===== config.mk =====
export PLATFORM = sky130hd
export DESIGN_NAME = tgs_mul
export DESIGN_NICKNAME = d
export VERILOG_FILES = /design/src/hdl/tgs_pkg.sv /design/src/hdl/tgs_mul.sv
export SDC_FILE = /design/constraint.sdc
export NUM_CORES = 2
export LEC_CHECK = 0
export ABC_AREA = 1
export BUFFER_PORTS_ARGS = -buffer_cell sky130_fd_sc_hd__buf_4
export CORE_MARGIN = 3
export CORE_UTILIZATION = 67
export CTS_CLUSTER_DIAMETER = 30
export DETAILED_ROUTE_END_ITERATION = 10
export PLACE_DENSITY_LB_ADDON = 0.15
export SETUP_SLACK_MARGIN = 0.1
export SLEW_MARGIN = 20
export SYNTH_ARGS = -nofsm -noshare
export SYNTH_HDL_FRONTEND = slang
export SYNTH_SLANG_ARGS = --single-unit

===== constraint.sdc =====
create_clock -name clk -period 13.3 [get_ports clk]
set_clock_uncertainty 0.15 [all_clocks]
set_input_delay 0.665 -clock clk [delete_from_list [all_inputs] [get_ports clk]]
set_output_delay 0.665 -clock clk [all_outputs]
set_load 0.02 [all_outputs]

===== src/hdl/tgs_pkg.sv =====
// ----------------------------------------------------------------------------
// tgs_pkg
// Shared widths, codes and types of the trilinear grid sampler.
// ----------------------------------------------------------------------------
package tgs_pkg;

	localparam int unsigned TGS_XRES   = 32;
	localparam int unsigned TGS_YRES   = 32;
	localparam int unsigned TGS_ZRES   = 32;

	localparam int unsigned GRID_DEPTH = 32768;
	localparam int unsigned ADDR_W     = $clog2(GRID_DEPTH);

	localparam int unsigned VAL_W      = 32;
	localparam int unsigned INV_W      = 31;
	localparam int unsigned CFG_IDX_W  = 3;
	localparam int unsigned DIFF_W     = 33;
	localparam int unsigned MULB_W     = 32;
	localparam int unsigned PROD_W     = DIFF_W + MULB_W;
	localparam int unsigned ACC_W      = PROD_W + 1;
	localparam int unsigned COORD_W    = 30;
	localparam int unsigned WGT_W      = 31;
	localparam int unsigned CIDX_W     = 14;
	localparam int unsigned FRAC_W     = 16;

	localparam logic signed [COORD_W-1:0] COORD_LIMIT = 30'sd268435456;
	localparam logic [WGT_W-1:0]          WGT_ONE     = 31'd65536;
	localparam logic [ACC_W-1:0]          ROUND_HALF  = 66'd32768;

	localparam logic OP_WRITE  = 1'b0;
	localparam logic OP_SAMPLE = 1'b1;

	localparam logic [CFG_IDX_W-1:0] REG_ORIGIN_X = 3'd0;
	localparam logic [CFG_IDX_W-1:0] REG_ORIGIN_Y = 3'd1;
	localparam logic [CFG_IDX_W-1:0] REG_ORIGIN_Z = 3'd2;
	localparam logic [CFG_IDX_W-1:0] REG_INV_DX   = 3'd3;
	localparam logic [CFG_IDX_W-1:0] REG_INV_DY   = 3'd4;
	localparam logic [CFG_IDX_W-1:0] REG_INV_DZ   = 3'd5;

	typedef struct packed {
		logic              we;
		logic [ADDR_W-1:0] addr;
		logic [VAL_W-1:0]  wdata;
	} mem_req_t;

endpackage


===== src/hdl/tgs_mul.sv =====
// ----------------------------------------------------------------------------
// tgs_mul
// Shared signed multiplier with its product registered.
// ----------------------------------------------------------------------------
module tgs_mul (
	input  logic                                 clk,
	input  logic signed [tgs_pkg::DIFF_W-1:0]    a,
	input  logic signed [tgs_pkg::MULB_W-1:0]    b,
	output logic signed [tgs_pkg::PROD_W-1:0]    prod
);
	import tgs_pkg::*;

	logic signed [PROD_W-1:0] prod_s1;

	always_ff @(posedge clk) begin
		prod_s1 <= PROD_W'(a) * PROD_W'(b);
	end

	assign prod = prod_s1;

endmodule


Word level (Yosys, flattened, before mapping)
Index checks and enable logic that the tools add are counted.
- register bits after elaboration: 65
- latch bits: 0
- bits in writable memories: 0
- ROM bits: 0
- bits of input ports: 66
- output and inout bits: 65
- word-level logic and storage cells: 2
- memories: 0
- add/sub/neg operators: 0
- multiply operators: 1
- divide/modulo/power cells: 0
- magnitude comparators: 0
- equality and inequality tests: 0
- shifts and indexed selects: 0
- muxes and demuxes: 0
- bitwise gates (word level): 0
- reduce and logical (&&, ||, !) cells: 0
- operator list (cell ; number):
    $mul A33 B32 Y65 ; 1

Longest topological paths before layout
- word-level depth: 1
- depth in mapped cells: 32
- mapped depth without buffers: 30

Worst setup path before layout
No wires, ideal clock.
- path type: input -> register
- start point: in b[7] (netlist name)
- end point: reg prod_s1[62], in the netlist prod[62]
- arrival time: 7.360 ns
- data required time: 13.038 ns
- setup slack: 5.678 ns
- stages on the path: 26
- buffers on the path: 2
- cell sequence: clkbuf_1 > clkbuf_1 > nand2_1 > inv_1 > fa_1 > inv_1 > fa_1 > inv_1 > fa_1 > fa_1 > inv_1 > fa_1 > inv_1 > fa_1 > inv_1 > fa_1 > inv_1 > fa_1 > ha_1 > nand2_1 > nor2_1 > nand2_1 > nor4_1 > nand2_1 > nand3_1 > nand2_1
- word-level cells in the longest chain between the ends: 1
- ends and longest elaborated chain (what ; RTL line ; text):
    from (decl) ; tgs_mul.sv:8 ; input logic signed [tgs_pkg::MULB_W-1:0] b,
    $mul A33 B32 Y65 ; tgs_mul.sv:16 ; prod_s1 <= PROD_W'(a) * PROD_W'(b);
    to (signal assigned) ; tgs_mul.sv:16 ;
    to (decl) ; tgs_mul.sv:13 ; logic signed [PROD_W-1:0] prod_s1;
No other way between the ends.

Final worst setup path
- start point: in b[5] (netlist name)
- end point: reg prod_s1[61], in the netlist prod[61]
The elaborated chain is that of the path after synthesis.

==> results.json <==
{
  "drtPass1Iterations": 6,
  "cts_setup_buffers": 0,
  "ios": 131,
  "critPathSlowestCell": "fa_1",
  "num_rows": 90,
  "ys_seq_area_share_pct": 3.15,
  "drt-initial-drc-count": 2501,
  "crit_start": "b[5]",
  "crit_fanout": 33,
  "start_util_pct": 68.1,
  "final_cell_mix": "inv_1 (1744), nand2_1 (1518), fa_1 (1112), ha_1 (186), buf_4 (132)",
  "io_buffers": 130,
  "grt_pass1_wl_mm": 179,
  "syn2layout_area_growth_pct": 3.58,
  "globalplace.congestion": 0.987,
  "grt_max_degree": 35,
  "yosys_warnings": 0,
  "cts.reportedPaths.clkPinSlew_ns": 0.07,
  "cts_tree": "done",
  "synth-seq-cells": 65,
  "fin_tns_setup_ns": 0,
  "grt_overflow": 0,
  "worstSetupEndpoint": "prod[61]",
  "cts-resized-gates": 0,
  "via_per_inst": 5.31,
  "worstSetupEndpointType": "flop",
  "outcome": "complete, no violations",
  "n_fill_cell": 4929,
  "antenna_found_initial": 2,
  "fp.dieH_um": 254,
  "crit_path_frequent_cell": "fa_1",
  "routed_wl_mm": 109,
  "cp-start-kind": "input pin",
  "cts_made_buffers": 9,
  "largest_reg_flops": 65,
  "slowest_delay_ns": 0.94,
  "htreeDepth": 3,
  "rsz0062_at_grt": "no",
  "period_minus_slack_ns": 8.22,
  "worst_pin_slew_ns": 0.714,
  "synth_area_um2": 41200,
  "grt_pass1_vias": 33996,
  "max-slew-margin-rel_pct": 52.3,
  "drv_slew": 0,
  "worstHoldPathType": "input pin to flop",
  "netlist_instances": 5265,
  "root_buffer": "clkbuf_16",
  "vias": 31713,
  "finalHoldViolCount": 0,
  "wl_per_cell_um": 18.2,
  "avgSynthCellArea_um2": 7.83,
  "core_um2": 60600,
  "dpl.hpwl_mm": 91.7,
  "dieArea_um2": 64600,
  "fin_crit_sh_pct": 61.8,
  "worstPathRequired_ns": 13.38,
  "groute.usage.overall_pct": 35.9,
  "pre_cts_slack_ns": 4.75,
  "cp.arrival_ns": 8.30,
  "drc": 0,
  "final_nets": 6546,
  "postCtsHoldBufs": 0,
  "clockBufferDepth": 2,
  "cts_sinks": 65,
  "fmaxAchievable_ghz": 0.122,
  "critPathKind": "input pin to flop",
  "ys_types": 35,
  "cap_viol_max_count": 0,
  "worst_slack_ns": 5.08,
  "synth_nets": 6629,
  "setup_violations": 0,
  "ant_nets": 0,
  "final_common_cell": "inv_1",
  "drive_gt1_share_pct": 3.76,
  "die_w_um": 254
}
==> routing by layer <==
layer  vias up  wire length, um  GRT usage [%]
met5         -                0              0
met4         0             3600           11.1
met3       266            10300           5.80
met2      1512            51900           58.9
met1     15799            42900           50.0
li1      14136                -              -
==> critical path, delay by kind of cell <==
kind	cells	cell delay, ns
AND/OR/NAND/NOR	8	1.30
buffers and inverters	8	1.52
adder cells (fa/ha/maj)	9	4.76
==> layout make-up <==
class | instances | area, um^2 | area share (%)
multi-input cells | 3227 | 32500 | 76.2
inverters | 1747 | 6560 | 15.3
flip-flops and latches | 65 | 1300 | 3.05
repair buffers | 132 | 991 | 2.32
well taps | 782 | 978 | 2.29
clock buffers | 10 | 239 | 0.559
clock inverters | 6 | 113 | 0.264
diodes | 2 | 5.00 | 0.0117
==> cell usage after synthesis <==
library cell,n,area (um^2)
inv_1,1744,6550
nand2_1,1518,5700
fa_1,1112,22300
clkbuf_1,222,833
ha_1,186,2330
nor2_1,124,465
nand3_1,76,380
dfxtp_1,65,1300
a21oi_1,61,305
xor2_1,32,280
nand4_1,21,131
o21ai_0,15,75.1
o21bai_1,14,105
nand2_2,12,75.1
nor2_2,10,62.6
nand3_2,7,70.1
nor3_1,5,25.0
nor4_1,5,31.3
or2_2,5,31.3
buf_1,4,15.0
nor3_2,4,40.0
inv_2,3,11.3
nand3b_1,3,22.5
xnor2_1,3,26.3
a21o_1,2,15.0
and3_1,2,12.5
nor2_4,2,22.5
a21boi_0,1,7.51
a21oi_2,1,8.76
a31oi_1,1,6.26
and2_1,1,6.26
nand2_4,1,11.3
nor3_4,1,16.3
nor4_2,1,12.5
o21ai_1,1,5.00
==> cells by family (layout without fill, tap and decap cells) <==
family / count (synthesis) / in the layout / share of synthesized area (%)
xor gates and xnor gates: 35 / 35 / 0.743
adders and majority gates: 1298 / 1298 / 59.6
DFF: 65 / 65 / 3.15
AOI/OAI and AO/OA: 96 / 96 / 1.28
and+or+nand+nor: 1798 / 1798 / 17.2
buffers and inverters: 1973 / 1895 / 18.0
other: 0 / 2 / 0
==> per-stage QoR <==
stage	utilization, %	instance area [um^2]	instances	hold WS (ns)
detailed placement	69.9	42400	5953	0.925
finish	70.5	42700	5971	0.608
global placement	69.9	42400	5953	0.928
floorplan	-	41200	5265	0.784
global route	70.5	42700	5971	0.630
CTS	70.5	42700	5969	0.615
==> worst min-delay path by stage <==
stage               slack [ns]  endpoint  depth (start not counted)     start
floorplan                 0.78   prod[0]                          3      b[0]
global placement          0.93  prod[26]                          1  prod[26]
detailed placement        0.93  prod[36]                          1  prod[36]
CTS                       0.61   prod[0]                          3      b[0]
global route              0.63   prod[0]                          3      b[0]
finish                    0.61   prod[0]                          3      b[0]
Power is left out: the tool's default activity adds up to more than one toggle a clock period on the data nets, which glitch-free logic cannot reach.
